`src/sv/pvar_pkg.sv`:
```
// Package for the population variance core: widths, types and structs.
// Depends on nothing; used by every module of the block.
`default_nettype none

package pvar_pkg;

    localparam int SAMPLE_BITS = 16;
    localparam int MAX_SAMPLES = 65535;
    localparam int FRAC_BITS   = 8;

    localparam int IN_W        = 16;
    localparam int COUNT_OUT_W = 16;
    localparam int VAR_W       = 38;

    localparam int CNT_W = $clog2(MAX_SAMPLES + 1);
    localparam int SUM_W = SAMPLE_BITS + CNT_W;
    localparam int SQ_W  = 2 * SAMPLE_BITS + CNT_W;
    localparam int NUM_W = 2 * SUM_W;
    localparam int DEN_W = 2 * CNT_W;
    localparam int DIV_W = NUM_W + FRAC_BITS;
    localparam int ALU_W = NUM_W;
    localparam int CTR_W = $clog2(DIV_W);
    localparam int CMP_W = (DIV_W > VAR_W) ? DIV_W : VAR_W;

    typedef logic [SAMPLE_BITS-1:0]        smp_t;
    typedef logic [2*SAMPLE_BITS-1:0]      sqp_t;
    typedef logic [CNT_W-1:0]              cnt_t;
    typedef logic signed [SUM_W-1:0]       sum_t;
    typedef logic [SUM_W-1:0]              mag_t;
    typedef logic [SQ_W-1:0]               sq_t;
    typedef logic [NUM_W-1:0]              num_t;
    typedef logic [DEN_W-1:0]              den_t;
    typedef logic [DEN_W:0]                trial_t;
    typedef logic [DIV_W-1:0]              quo_t;
    typedef logic [CMP_W-1:0]              cmp_t;
    typedef logic [CTR_W-1:0]              ctr_t;
    typedef logic [VAR_W-1:0]              var_t;
    typedef logic [COUNT_OUT_W-1:0]        cout_t;

    localparam var_t VAR_MAX = '1;

    // Accumulator contents seen by the finishing sequencer and the top level
    typedef struct packed {
        cnt_t             count;
        logic signed [SUM_W-1:0] sum;
        sq_t              square;
        logic             ovf;
    } acc_t;

    // Request to and response from the shared adder
    typedef struct packed {
        logic [ALU_W-1:0] a;
        logic [ALU_W-1:0] b;
        logic             sub;
    } alu_req_t;

    typedef struct packed {
        logic [ALU_W-1:0] sum;
        logic             carry;
    } alu_rsp_t;

    // Sequencer status toward the top level
    typedef struct packed {
        logic idle;
        logic done;
        var_t variance;
    } seq_stat_t;

endpackage

`default_nettype wire

```
`src/sv/population_variance_core.sv`:
```
// Top level of the population variance core: handshakes, result register.
// Depends on pvar_pkg, pvar_accum, pvar_alu and pvar_seq.
//
//  channel  | valid / ready               | payload
//  ---------+-----------------------------+----------------------------------
//  item     | item_valid / item_ready     | sample[15:0] signed, last
//  result   | result_valid / result_ready | sample_count[15:0],
//           |                             | variance_q8[37:0], overflowed
//
// An item without last needs no further work: the square is formed by one
// small multiplier and folded into the accumulators as the item is accepted.
// An item with last starts the finishing sequence on the shared adder:
// load, n * sum of squares, sum squared, subtract, n * n, restoring
// division, done and handoff to the result register; item_ready stays
// low meanwhile. The result register frees the sequencer once it loads, so
// new items flow while a result waits to be taken.
// Reset clears the accumulators, the sequencer and result_valid.
`default_nettype none

module population_variance_core (
    input  wire                                clk,
    input  wire                                rst_n,
    input  wire                                item_valid,
    output logic                               item_ready,
    input  wire [pvar_pkg::IN_W-1:0]           sample,
    input  wire                                last,
    output logic                               result_valid,
    input  wire                                result_ready,
    output logic [pvar_pkg::COUNT_OUT_W-1:0]   sample_count,
    output logic [pvar_pkg::VAR_W-1:0]         variance_q8,
    output logic                               overflowed
);

    pvar_pkg::acc_t       acc;
    pvar_pkg::alu_req_t   alu_req;
    pvar_pkg::alu_rsp_t   alu_rsp;
    pvar_pkg::seq_stat_t  stat;

    logic accept;
    logic start;
    logic load_out;

    logic                  result_valid_reg, result_valid_next;
    pvar_pkg::cout_t       sample_count_reg;
    pvar_pkg::var_t        variance_q8_reg;
    logic                  overflowed_reg;

    // Take items only while the sequencer is idle
    assign item_ready = stat.idle;
    assign accept     = item_valid & item_ready;
    assign start      = accept & last;

    // Hand the finished result over when the result register is free or
    // drains this cycle; the same edge clears the accumulators
    assign load_out = stat.done & (~result_valid_reg | result_ready);

    pvar_accum u_accum (
        .clk    (clk),
        .rst_n  (rst_n),
        .upd    (accept),
        .clr    (load_out),
        .sample (sample),
        .acc    (acc)
    );

    pvar_alu u_alu (
        .req (alu_req),
        .rsp (alu_rsp)
    );

    pvar_seq u_seq (
        .clk     (clk),
        .rst_n   (rst_n),
        .start   (start),
        .ack     (load_out),
        .acc     (acc),
        .alu_rsp (alu_rsp),
        .alu_req (alu_req),
        .stat    (stat)
    );

    always_comb
    begin
        result_valid_next = result_valid_reg;
        if (load_out)
            result_valid_next = 1'b1;
        else if (result_ready)
            result_valid_next = 1'b0;
    end

    always_ff @(posedge clk or negedge rst_n)
    begin
        if (!rst_n)
            result_valid_reg <= 1'b0;
        else
            result_valid_reg <= result_valid_next;
    end

    // Result payload: hold until the next load
    always_ff @(posedge clk)
    begin
        if (load_out)
        begin
            sample_count_reg <= pvar_pkg::cout_t'(acc.count);
            variance_q8_reg  <= stat.variance;
            overflowed_reg   <= acc.ovf;
        end
    end

    assign result_valid = result_valid_reg;
    assign sample_count = sample_count_reg;
    assign variance_q8  = variance_q8_reg;
    assign overflowed   = overflowed_reg;

endmodule

`default_nettype wire

```
`src/sv/pvar_alu.sv`:
```
// Shared add/subtract unit of the variance core.
// Depends on pvar_pkg; driven by pvar_seq.
`default_nettype none

module pvar_alu (
    input  wire pvar_pkg::alu_req_t req,
    output pvar_pkg::alu_rsp_t      rsp
);

    logic [pvar_pkg::ALU_W:0] total;

    // carry high on subtract means no borrow (a >= b)
    assign total = {1'b0, req.a}
                 + {1'b0, req.b ^ {pvar_pkg::ALU_W{req.sub}}}
                 + {{pvar_pkg::ALU_W{1'b0}}, req.sub};

    assign rsp.sum   = total[pvar_pkg::ALU_W-1:0];
    assign rsp.carry = total[pvar_pkg::ALU_W];

endmodule

`default_nettype wire

```
`src/sv/pvar_accum.sv`:
```
// Sample accumulators: count, signed sum, sum of squares, overflow flag.
// Depends on pvar_pkg.
`default_nettype none

module pvar_accum (
    input  wire                         clk,
    input  wire                         rst_n,
    input  wire                         upd,
    input  wire                         clr,
    input  wire [pvar_pkg::IN_W-1:0]    sample,
    output pvar_pkg::acc_t              acc
);

    pvar_pkg::smp_t v;
    pvar_pkg::smp_t mag;
    pvar_pkg::sqp_t sq;

    pvar_pkg::cnt_t count_reg, count_next;
    pvar_pkg::sum_t sum_reg, sum_next;
    pvar_pkg::sq_t  square_reg, square_next;
    logic           ovf_reg, ovf_next;

    always_comb
    begin
        v   = pvar_pkg::smp_t'(sample);
        mag = v[pvar_pkg::SAMPLE_BITS-1] ? (~v + pvar_pkg::smp_t'(1)) : v;
        sq  = pvar_pkg::sqp_t'(mag) * pvar_pkg::sqp_t'(mag);

        count_next  = count_reg;
        sum_next    = sum_reg;
        square_next = square_reg;
        ovf_next    = ovf_reg;
        if (clr)
        begin
            count_next  = '0;
            sum_next    = '0;
            square_next = '0;
            ovf_next    = 1'b0;
        end
        else if (upd)
        begin
            if (count_reg < pvar_pkg::cnt_t'(pvar_pkg::MAX_SAMPLES))
            begin
                count_next  = count_reg + pvar_pkg::cnt_t'(1);
                sum_next    = sum_reg + pvar_pkg::sum_t'($signed(v));
                square_next = square_reg + pvar_pkg::sq_t'(sq);
            end
            else
            begin
                // drop the sample, flag the set
                ovf_next = 1'b1;
            end
        end
    end

    always_ff @(posedge clk or negedge rst_n)
    begin
        if (!rst_n)
        begin
            count_reg  <= '0;
            sum_reg    <= '0;
            square_reg <= '0;
            ovf_reg    <= 1'b0;
        end
        else
        begin
            count_reg  <= count_next;
            sum_reg    <= sum_next;
            square_reg <= square_next;
            ovf_reg    <= ovf_next;
        end
    end

    assign acc.count  = count_reg;
    assign acc.sum    = sum_reg;
    assign acc.square = square_reg;
    assign acc.ovf    = ovf_reg;

endmodule

`default_nettype wire

```
`src/sv/pvar_seq.sv`:
```
// Finishing sequencer: shift-add products and restoring division on the
// shared adder. Depends on pvar_pkg; uses pvar_alu through alu_req/alu_rsp.
`default_nettype none

module pvar_seq (
    input  wire                       clk,
    input  wire                       rst_n,
    input  wire                       start,
    input  wire                       ack,
    input  wire pvar_pkg::acc_t       acc,
    input  wire pvar_pkg::alu_rsp_t   alu_rsp,
    output pvar_pkg::alu_req_t        alu_req,
    output pvar_pkg::seq_stat_t       stat
);

    typedef enum logic [2:0] {
        ST_IDLE,
        ST_LOAD,
        ST_MUL_NS,
        ST_MUL_SS,
        ST_SUB,
        ST_MUL_NN,
        ST_DIV,
        ST_DONE
    } state_t;

    state_t             state_reg, state_next;
    pvar_pkg::ctr_t     ctr_reg, ctr_next;
    pvar_pkg::mag_t     mplr_reg, mplr_next;
    pvar_pkg::num_t     p_reg, p_next;
    pvar_pkg::num_t     q_reg, q_next;
    pvar_pkg::quo_t     work_reg, work_next;
    pvar_pkg::den_t     rem_reg, rem_next;
    pvar_pkg::var_t     var_reg, var_next;

    pvar_pkg::mag_t     sum_bits;
    pvar_pkg::mag_t     sum_mag;
    pvar_pkg::mag_t     count_msb;
    pvar_pkg::trial_t   trial;
    logic               mbit;
    logic               qbit;

    always_comb
    begin
        sum_bits  = pvar_pkg::mag_t'(acc.sum);
        sum_mag   = sum_bits[pvar_pkg::SUM_W-1] ? (~sum_bits + pvar_pkg::mag_t'(1))
                                                : sum_bits;
        // count aligned to the top of the multiplier shift register
        count_msb = pvar_pkg::mag_t'(acc.count) << pvar_pkg::SAMPLE_BITS;
        mbit      = mplr_reg[pvar_pkg::SUM_W-1];
        trial     = {rem_reg, work_reg[pvar_pkg::DIV_W-1]};
        qbit      = 1'b0;

        state_next = state_reg;
        ctr_next   = ctr_reg;
        mplr_next  = mplr_reg;
        p_next     = p_reg;
        q_next     = q_reg;
        work_next  = work_reg;
        rem_next   = rem_reg;
        var_next   = var_reg;
        alu_req    = '0;

        case (state_reg)
            ST_IDLE:
            begin
                if (start)
                    state_next = ST_LOAD;
            end
            ST_LOAD:
            begin
                p_next     = '0;
                mplr_next  = count_msb;
                ctr_next   = pvar_pkg::ctr_t'(pvar_pkg::CNT_W - 1);
                state_next = ST_MUL_NS;
            end
            ST_MUL_NS:
            begin
                // n * sum of squares, multiplier bit MSB first
                alu_req.a = {p_reg[pvar_pkg::NUM_W-2:0], 1'b0};
                alu_req.b = mbit ? pvar_pkg::num_t'(acc.square) : '0;
                p_next    = alu_rsp.sum;
                mplr_next = {mplr_reg[pvar_pkg::SUM_W-2:0], 1'b0};
                ctr_next  = ctr_reg - pvar_pkg::ctr_t'(1);
                if (ctr_reg == '0)
                begin
                    q_next     = '0;
                    mplr_next  = sum_mag;
                    ctr_next   = pvar_pkg::ctr_t'(pvar_pkg::SUM_W - 1);
                    state_next = ST_MUL_SS;
                end
            end
            ST_MUL_SS:
            begin
                // sum squared
                alu_req.a = {q_reg[pvar_pkg::NUM_W-2:0], 1'b0};
                alu_req.b = mbit ? pvar_pkg::num_t'(sum_mag) : '0;
                q_next    = alu_rsp.sum;
                mplr_next = {mplr_reg[pvar_pkg::SUM_W-2:0], 1'b0};
                ctr_next  = ctr_reg - pvar_pkg::ctr_t'(1);
                if (ctr_reg == '0)
                    state_next = ST_SUB;
            end
            ST_SUB:
            begin
                alu_req.a   = p_reg;
                alu_req.b   = q_reg;
                alu_req.sub = 1'b1;
                p_next      = alu_rsp.sum;
                work_next   = pvar_pkg::quo_t'(alu_rsp.sum) << pvar_pkg::FRAC_BITS;
                q_next      = '0;
                mplr_next   = count_msb;
                ctr_next    = pvar_pkg::ctr_t'(pvar_pkg::CNT_W - 1);
                state_next  = ST_MUL_NN;
            end
            ST_MUL_NN:
            begin
                // denominator n * n
                alu_req.a = {q_reg[pvar_pkg::NUM_W-2:0], 1'b0};
                alu_req.b = mbit ? pvar_pkg::num_t'(acc.count) : '0;
                q_next    = alu_rsp.sum;
                mplr_next = {mplr_reg[pvar_pkg::SUM_W-2:0], 1'b0};
                ctr_next  = ctr_reg - pvar_pkg::ctr_t'(1);
                if (ctr_reg == '0)
                begin
                    rem_next   = '0;
                    ctr_next   = pvar_pkg::ctr_t'(pvar_pkg::DIV_W - 1);
                    state_next = ST_DIV;
                end
            end
            ST_DIV:
            begin
                // restoring division, one quotient bit per cycle
                alu_req.a   = pvar_pkg::num_t'(trial);
                alu_req.b   = q_reg;
                alu_req.sub = 1'b1;
                if (alu_rsp.carry)
                begin
                    qbit     = 1'b1;
                    rem_next = alu_rsp.sum[pvar_pkg::DEN_W-1:0];
                end
                else
                begin
                    rem_next = trial[pvar_pkg::DEN_W-1:0];
                end
                work_next = {work_reg[pvar_pkg::DIV_W-2:0], qbit};
                ctr_next  = ctr_reg - pvar_pkg::ctr_t'(1);
                if (ctr_reg == '0)
                begin
                    if (acc.count == '0)
                        var_next = '0;
                    else if (pvar_pkg::cmp_t'(work_next) > pvar_pkg::cmp_t'(pvar_pkg::VAR_MAX))
                        var_next = pvar_pkg::VAR_MAX;
                    else
                        var_next = pvar_pkg::var_t'(work_next);
                    state_next = ST_DONE;
                end
            end
            ST_DONE:
            begin
                if (ack)
                    state_next = ST_IDLE;
            end
            default:
            begin
                state_next = ST_IDLE;
            end
        endcase
    end

    always_ff @(posedge clk or negedge rst_n)
    begin
        if (!rst_n)
        begin
            state_reg <= ST_IDLE;
            ctr_reg   <= '0;
            mplr_reg  <= '0;
            p_reg     <= '0;
            q_reg     <= '0;
            work_reg  <= '0;
            rem_reg   <= '0;
            var_reg   <= '0;
        end
        else
        begin
            state_reg <= state_next;
            ctr_reg   <= ctr_next;
            mplr_reg  <= mplr_next;
            p_reg     <= p_next;
            q_reg     <= q_next;
            work_reg  <= work_next;
            rem_reg   <= rem_next;
            var_reg   <= var_next;
        end
    end

    assign stat.idle     = (state_reg == ST_IDLE);
    assign stat.done     = (state_reg == ST_DONE);
    assign stat.variance = var_reg;

endmodule

`default_nettype wire

```
`config.mk`:
```
export PLATFORM = sky130hd
export DESIGN_NAME = population_variance_core
export DESIGN_NICKNAME = d
export VERILOG_FILES = /design/src/sv/pvar_pkg.sv /design/src/sv/population_variance_core.sv /design/src/sv/pvar_alu.sv /design/src/sv/pvar_accum.sv /design/src/sv/pvar_seq.sv
export SDC_FILE = /design/constraint.sdc
export NUM_CORES = 2
export LEC_CHECK = 0
export ABC_AREA = 1
export BUFFER_PORTS_ARGS = -buffer_cell sky130_fd_sc_hd__buf_2
export CORE_MARGIN = 2
export CORE_UTILIZATION = 59
export DETAILED_ROUTE_END_ITERATION = 8
export PLACE_DENSITY = 0.75
export SLEW_MARGIN = 10
export SYNTH_ARGS = -nofsm -noshare
export SYNTH_HDL_FRONTEND = slang
export SYNTH_SLANG_ARGS = --single-unit
```
`constraint.sdc`:
```
create_clock -name clk -period 4.5 [get_ports clk]
set_input_delay 0.9 -clock clk [delete_from_list [all_inputs] [get_ports clk]]
set_output_delay 0.9 -clock clk [all_outputs]
set_load 0.02 [all_outputs]
```
### Yosys cells after proc, flatten, opt, wreduce, memory -nomap -nowiden

Cells that the tools add are included.

| word-level totals | value |
|---|---|
| flip-flop bits (word level) | 465 |
| latch bits | 0 |
| memory bits (writable) | 0 |
| ROM bits | 0 |
| input bits | 21 |
| output and inout port bits | 57 |
| logic and storage cells | 116 |
| memories kept | 0 |

| cells by class | value |
|---|---|
| add/sub/neg operators | 8 |
| multiply operators | 1 |
| divide/modulo/power cells | 0 |
| magnitude comparators | 2 |
| equality and inequality tests | 14 |
| shift operators | 0 |
| multiplexer cells | 44 |
| bitwise operators | 8 |
| reduce and logical (&&, ||, !) cells | 23 |

Operator list:

| operator | number |
|---|---|
| 128-bit case mux with 5 select lines | 1 |
| 32-bit 2-to-1 mux | 8 |
| 48-bit 2-to-1 mux | 4 |
| 64-bit case mux with 3 select lines | 1 |
| 72-bit case mux with 2 select lines | 1 |
| 64-bit case mux with 2 select lines | 1 |
| 32-bit case mux with 3 select lines | 1 |
| 16-bit 2-to-1 mux | 5 |
| 38-bit 2-to-1 mux | 2 |
| 72-bit by 38-bit greater-than comparator with 1-bit output, second input constant | 1 |
| 64-bit by 64-bit adder with 65-bit output | 1 |
| 65-bit by 1-bit adder with 65-bit output | 1 |
| 64-bit 2-to-1 mux | 1 |
| 32-bit case mux with 2 select lines | 1 |
| 64-bit XOR | 1 |
| 48-bit by 32-bit adder with 48-bit output | 1 |
| 16-bit by 1-bit adder with 16-bit output, second input constant | 2 |
| 32-bit by 1-bit adder with 32-bit output, second input constant | 1 |
| 32-bit by 16-bit adder with 32-bit output | 1 |
| 16-bit by 16-bit multiplier with 32-bit output | 1 |
| 32-bit NOT | 1 |
| 7-bit case mux with 4 select lines | 1 |
| 3-bit case mux with 8 select lines | 1 |
| 3-bit 2-to-1 mux | 6 |
| 22 further kinds | 55 |

### Depth between registers and ports, before layout

| logic depth | value |
|---|---|
| word-level depth | 13 |
| gate-level depth with buffers | 39 |

### Cells and area by module

Synthesis repeated with hierarchy kept, for this count alone.

| unflattened totals | value |
|---|---|
| cell total of the unflattened synthesis | 5656 |
| area total of the unflattened synthesis | 40378.7 sq um |

Modules (own cells, without submodules):

| module | times used | cells an instance | area an instance (sq um) |
|---|---|---|---|
| pvar_seq | 1 | 2155 | 16756.1 |
| pvar_accum | 1 | 2247 | 15830.2 |
| pvar_alu | 1 | 1189 | 6077.1 |
| population_variance_core | 1 | 65 | 1715.4 |

### Worst setup path after synthesis

No wires, ideal clock.

| timing | value |
|---|---|
| path kind | input-to-reg |
| from | input sample[0] (netlist name) |
| to | register u_accum.square_reg[40] |
| library setup time | 0.119 ns |
| arrival time | 7.585 ns |
| required time | 4.381 ns |
| setup slack | -3.204 ns |
| cell stages on the path | 34 |
| path buffers | 2 |
| cell sequence | inv_1 > clkbuf_1 > ha_1 > inv_1 > nor3_2 > nand3_1 > o21ai_2 > o21ai_0 > or2_0 > nand2_1 > buf_2 > nand2_1 > fa_1 > inv_1 > fa_1 > fa_1 > fa_1 > fa_1 > inv_1 > fa_1 > inv_1 > ha_1 > nand2_1 > nor2_1 > inv_1 > nor2_1 > nand3_1 > o211ai_1 > a21o_1 > nand2_1 > o21ai_0 > nand3_1 > nand2_1 > nor2_1 |

| between the ends | value |
|---|---|
| word-level cells in the longest chain between the ends | 8 |

Ends and longest elaborated chain:

| element | line | source |
|---|---|---|
| from (decl) | population_variance_core.sv:25 | `input wire [pvar_pkg::IN_W-1:0] sample,` |
| 16-bit NOT | pvar_accum.sv:26 | `mag = v[pvar_pkg::SAMPLE_BITS-1] ? (~v + pvar_pkg::smp_t'(1)) : v;` |
| 16-bit by 1-bit adder with 16-bit output | pvar_accum.sv:26 |  |
| 16-bit 2-to-1 mux * | pvar_accum.sv:26 |  |
| 16-bit by 16-bit multiplier with 32-bit output * | pvar_accum.sv:27 | `sq = pvar_pkg::sqp_t'(mag) * pvar_pkg::sqp_t'(mag);` |
| 48-bit by 32-bit adder with 48-bit output * | pvar_accum.sv:46 | `square_next = square_reg + pvar_pkg::sq_t'(sq);` |
| 48-bit 2-to-1 mux * | pvar_accum.sv:42 | `if (count_reg < pvar_pkg::cnt_t'(pvar_pkg::MAX_SAMPLES))` |
| 48-bit 2-to-1 mux * | pvar_accum.sv:40 | `else if (upd)` |
| 48-bit 2-to-1 mux * | pvar_accum.sv:33 | `if (clr)` |
| to (signal assigned) | pvar_accum.sv:69 | `square_reg <= square_next;` |
| to (decl) | pvar_accum.sv:20 | `pvar_pkg::sq_t square_reg, square_next;` |

Every way passes the cells marked *; elsewhere a longest branch is shown, timed or not. The select of a mux whose other input is x is not followed.
A chain may end at the register's enable or synchronous reset.

### Worst setup path in the final report

Same ends and word-level chain as after synthesis.

==> flow_summary.yaml <==
status:
  status: "complete, but fails checks"
  violations: "setup timing"
critical_path:
  cpMostUsedCell: "nand2_1"
  crit_path_max_incr_delay_ns: 0.56
  worstPathRequired_ns: 5.03
  crit_slowest_cell: "fa_2"
  critical_path.top_delay_family: "adder cells"
  r2r_slack_ns: -0.16
  critPathMaxFanout: 6
  critPathKind: "in2reg"
  r2r-start: "u_accum.square_reg[10]$_DFFE_PN0P_"
  rr_endpoint: "u_accum.square_reg[25]$_DFFE_PN0P_"
  path_buf_inv: 12
  cp-start-kind: "primary input"
  r2r_cells: 19
  critPathCaptureType: "register"
  critPathArrivalTime_ns: 7.58
finish:
  seq_area_sq_mm: 0.0119
  nNetsFinal: 5815
  largest_reg_flops: 72
  final_common_cell: "nand2_1"
  area_growth_pct: 30.5
  layout_common_cells: "893 x nand2_1, 716 x inv_1, 456 x buf_4"
  nFillCells: 4267
  fin_util_pct: 78.0
  drive_gt1_share_pct: 27.3
  multi_input_area_sq_mm: 0.0247
die:
  die_height_microns: 254
  num_io_pins: 78
  core_area_sq_mm: 0.0617
  die_w_microns: 254
  row_count: 91
  initial_core_util_pct: 59.7
  dieArea_sq_mm: 0.0645
sta:
  tightest_slew_ns: 1.23
  hold_violations: 0
  maxSlewViolCount: 0
  rsz0062_at_grt: "true"
  hold_ws_ns: 0.257
  period_share_pct: 157
  slew_headroom_pct: 17.6
  setup_viol: 77
  skew_ns: 0.0397
  fmax_ghz: 0.142
  worst_slack_ns: -2.55
  finalCriticalPeriod_ns: 7.05
route:
  drc: 0
  wirelength_microns: 126000
  route.vias.total: 37400
  drtIter0Drc: 3962
  vias_per_cell: 5.96
  dr.pass1.iters: 8
  drtAntennaViolNets: 0
  wire_per_inst_microns: 20.1
global_routing:
  grt_max_degree: 88
  track_usage_pct: 37.5
  grt_pass1_vias: 36200
  grt_pass1_wl_microns: 191000
  grt.overflow.total: 0
  grt_antenna_before_repair: 5
synth:
  async_flop_share_pct: 88.2
  ys_types: 66
  yosysTopAreaCell: "dfrtp_1"
  synth_cells: 4835
  synth_area_leaders: "dfrtp_1 28%, fa_1 11%, nand2_1 11%"
  syn_area_sq_mm: 0.0369
  avgSynthCellArea_sq_um: 7.63
  ys_seq_area_share_pct: 32.3
  synth_edf_count: 55
  yosys_warnings: 0
  synth_top_cell_area_share_pct: 27.8
  ys_ff_latch: 465
  synthFlopType: "dfrtp_1"
hold_path:
  hp-class: "in2async"
place:
  gp_congestion: 1.04
  io_buffers: 77
  pre_cts_ws_ns: -3.23
  dp_hpwl_microns: 88300
clock_tree:
  clock_latency_ns: 0.65
  root_buffer: "clkbuf_16"
  cts_buffer_depth: 3
  htree_levels: 2
  clock_sinks: 465
  clk_pin_slew_ns: 0.06
  cts_tree: "yes"
  numCtsBuffers: 51
run:
  cap_violations: 0
-- per-stage QoR --
| stage | area (sq um) | std cells | TNS, ns |
|---|---|---|---|
| floorplan | 37600 | 4844 | -90.56 |
| global placement | 42100 | 6065 | -127.27 |
| detailed placement | 42100 | 6065 | -138.00 |
| CTS | 45300 | 6211 | -79.62 |
| global route | 48100 | 6271 | -123.52 |
| finish | 48100 | 6271 | -92.53 |
-- timing repair --
item	in CTS	in global routing
cloned	0	5
hold endpoints to repair	0	0
pin swaps	138	267
setup endpoints to repair	187	207
gates resized for setup	302	609
hold buffers	0	0
buffers inserted	57	64
-- cells in the mapped netlist, types with 39 or more instances --
master and count:
nor3_1 40, fa_1 197, nand3_1 180, o211ai_1 39, a21oi_1 271, clkbuf_1 124, nor2_1 411, dfrtp_1 410
o22ai_1 118, nand2_1 1049, ha_1 205, o21ai_0 362, o221ai_1 55, xor2_1 56, inv_1 837, edfxtp_1 55
-- final cells by class --
| type | count | area share, % |
|---|---|---|
| sequential | 465 | 24.8 |
| antenna | 1 | 0.00520 |
| inverter | 856 | 6.78 |
| multi-input combinational | 3364 | 51.4 |
| clock buffer | 71 | 2.89 |
| clock inverter | 23 | 0.733 |
| tap | 837 | 2.18 |
| timing repair buffer | 654 | 11.3 |
-- how the worst max path moves through the flow --
stage,from,cells past startpoint,endpoint
after floorplan,sample[0],35,u_accum.square_reg[40]$_DFFE_PN0P_
after global placement,sample[2],37,u_accum.square_reg[33]$_DFFE_PN0P_
after detailed placement,sample[1],34,u_accum.square_reg[40]$_DFFE_PN0P_
after CTS,sample[2],38,u_accum.square_reg[33]$_DFFE_PN0P_
after global routing,sample[2],37,u_accum.square_reg[46]$_DFFE_PN0P_
final,sample[0],38,u_accum.square_reg[40]$_DFFE_PN0P_
-- logic make-up (layout without fill, tap and decap cells) --
logic type	after synthesis	count (layout)	share of synthesized area, %
fa+ha+maj	402	402	17.7
compound gates	1055	1055	17.1
xor+xnor	93	93	2.37
simple gates	1803	1803	20.1
other cells	2	12	0.0204
buf+inv	1015	1604	10.5
flops	465	465	32.3
-- metal layers --
| metal | global-route usage [%] | vias to the layer above | routed length, microns |
|---|---|---|---|
| met1 | 49.7 | 18000 | 49200 |
| met5 | 0 | - | 41 |
| met3 | 7.05 | 520 | 12200 |
| li1 | - | 16900 | - |
| met2 | 60.6 | 1985 | 58400 |
| met4 | 15.2 | 4 | 6590 |
-- worst register-to-register path, cell delays in order, from the launching register on --
cell and delay (ns):
dfrtp_1 0.35, inv_1 0.11, fa_1 0.55, inv_1 0.05, fa_1 0.51, inv_1 0.05, fa_1 0.48, inv_1 0.06
fa_1 0.53, ha_4 0.33, nand2_1 0.12, nor2_2 0.15, buf_4 0.14, a21oi_1 0.07, buf_4 0.16, o211ai_1 0.32
a21o_1 0.23, a21oi_1 0.09, o21ai_1 0.13, o21ai_1 0.11
Power is not shown: default switching activity piles up to over one toggle a cycle in this logic, so the estimate is an artifact.
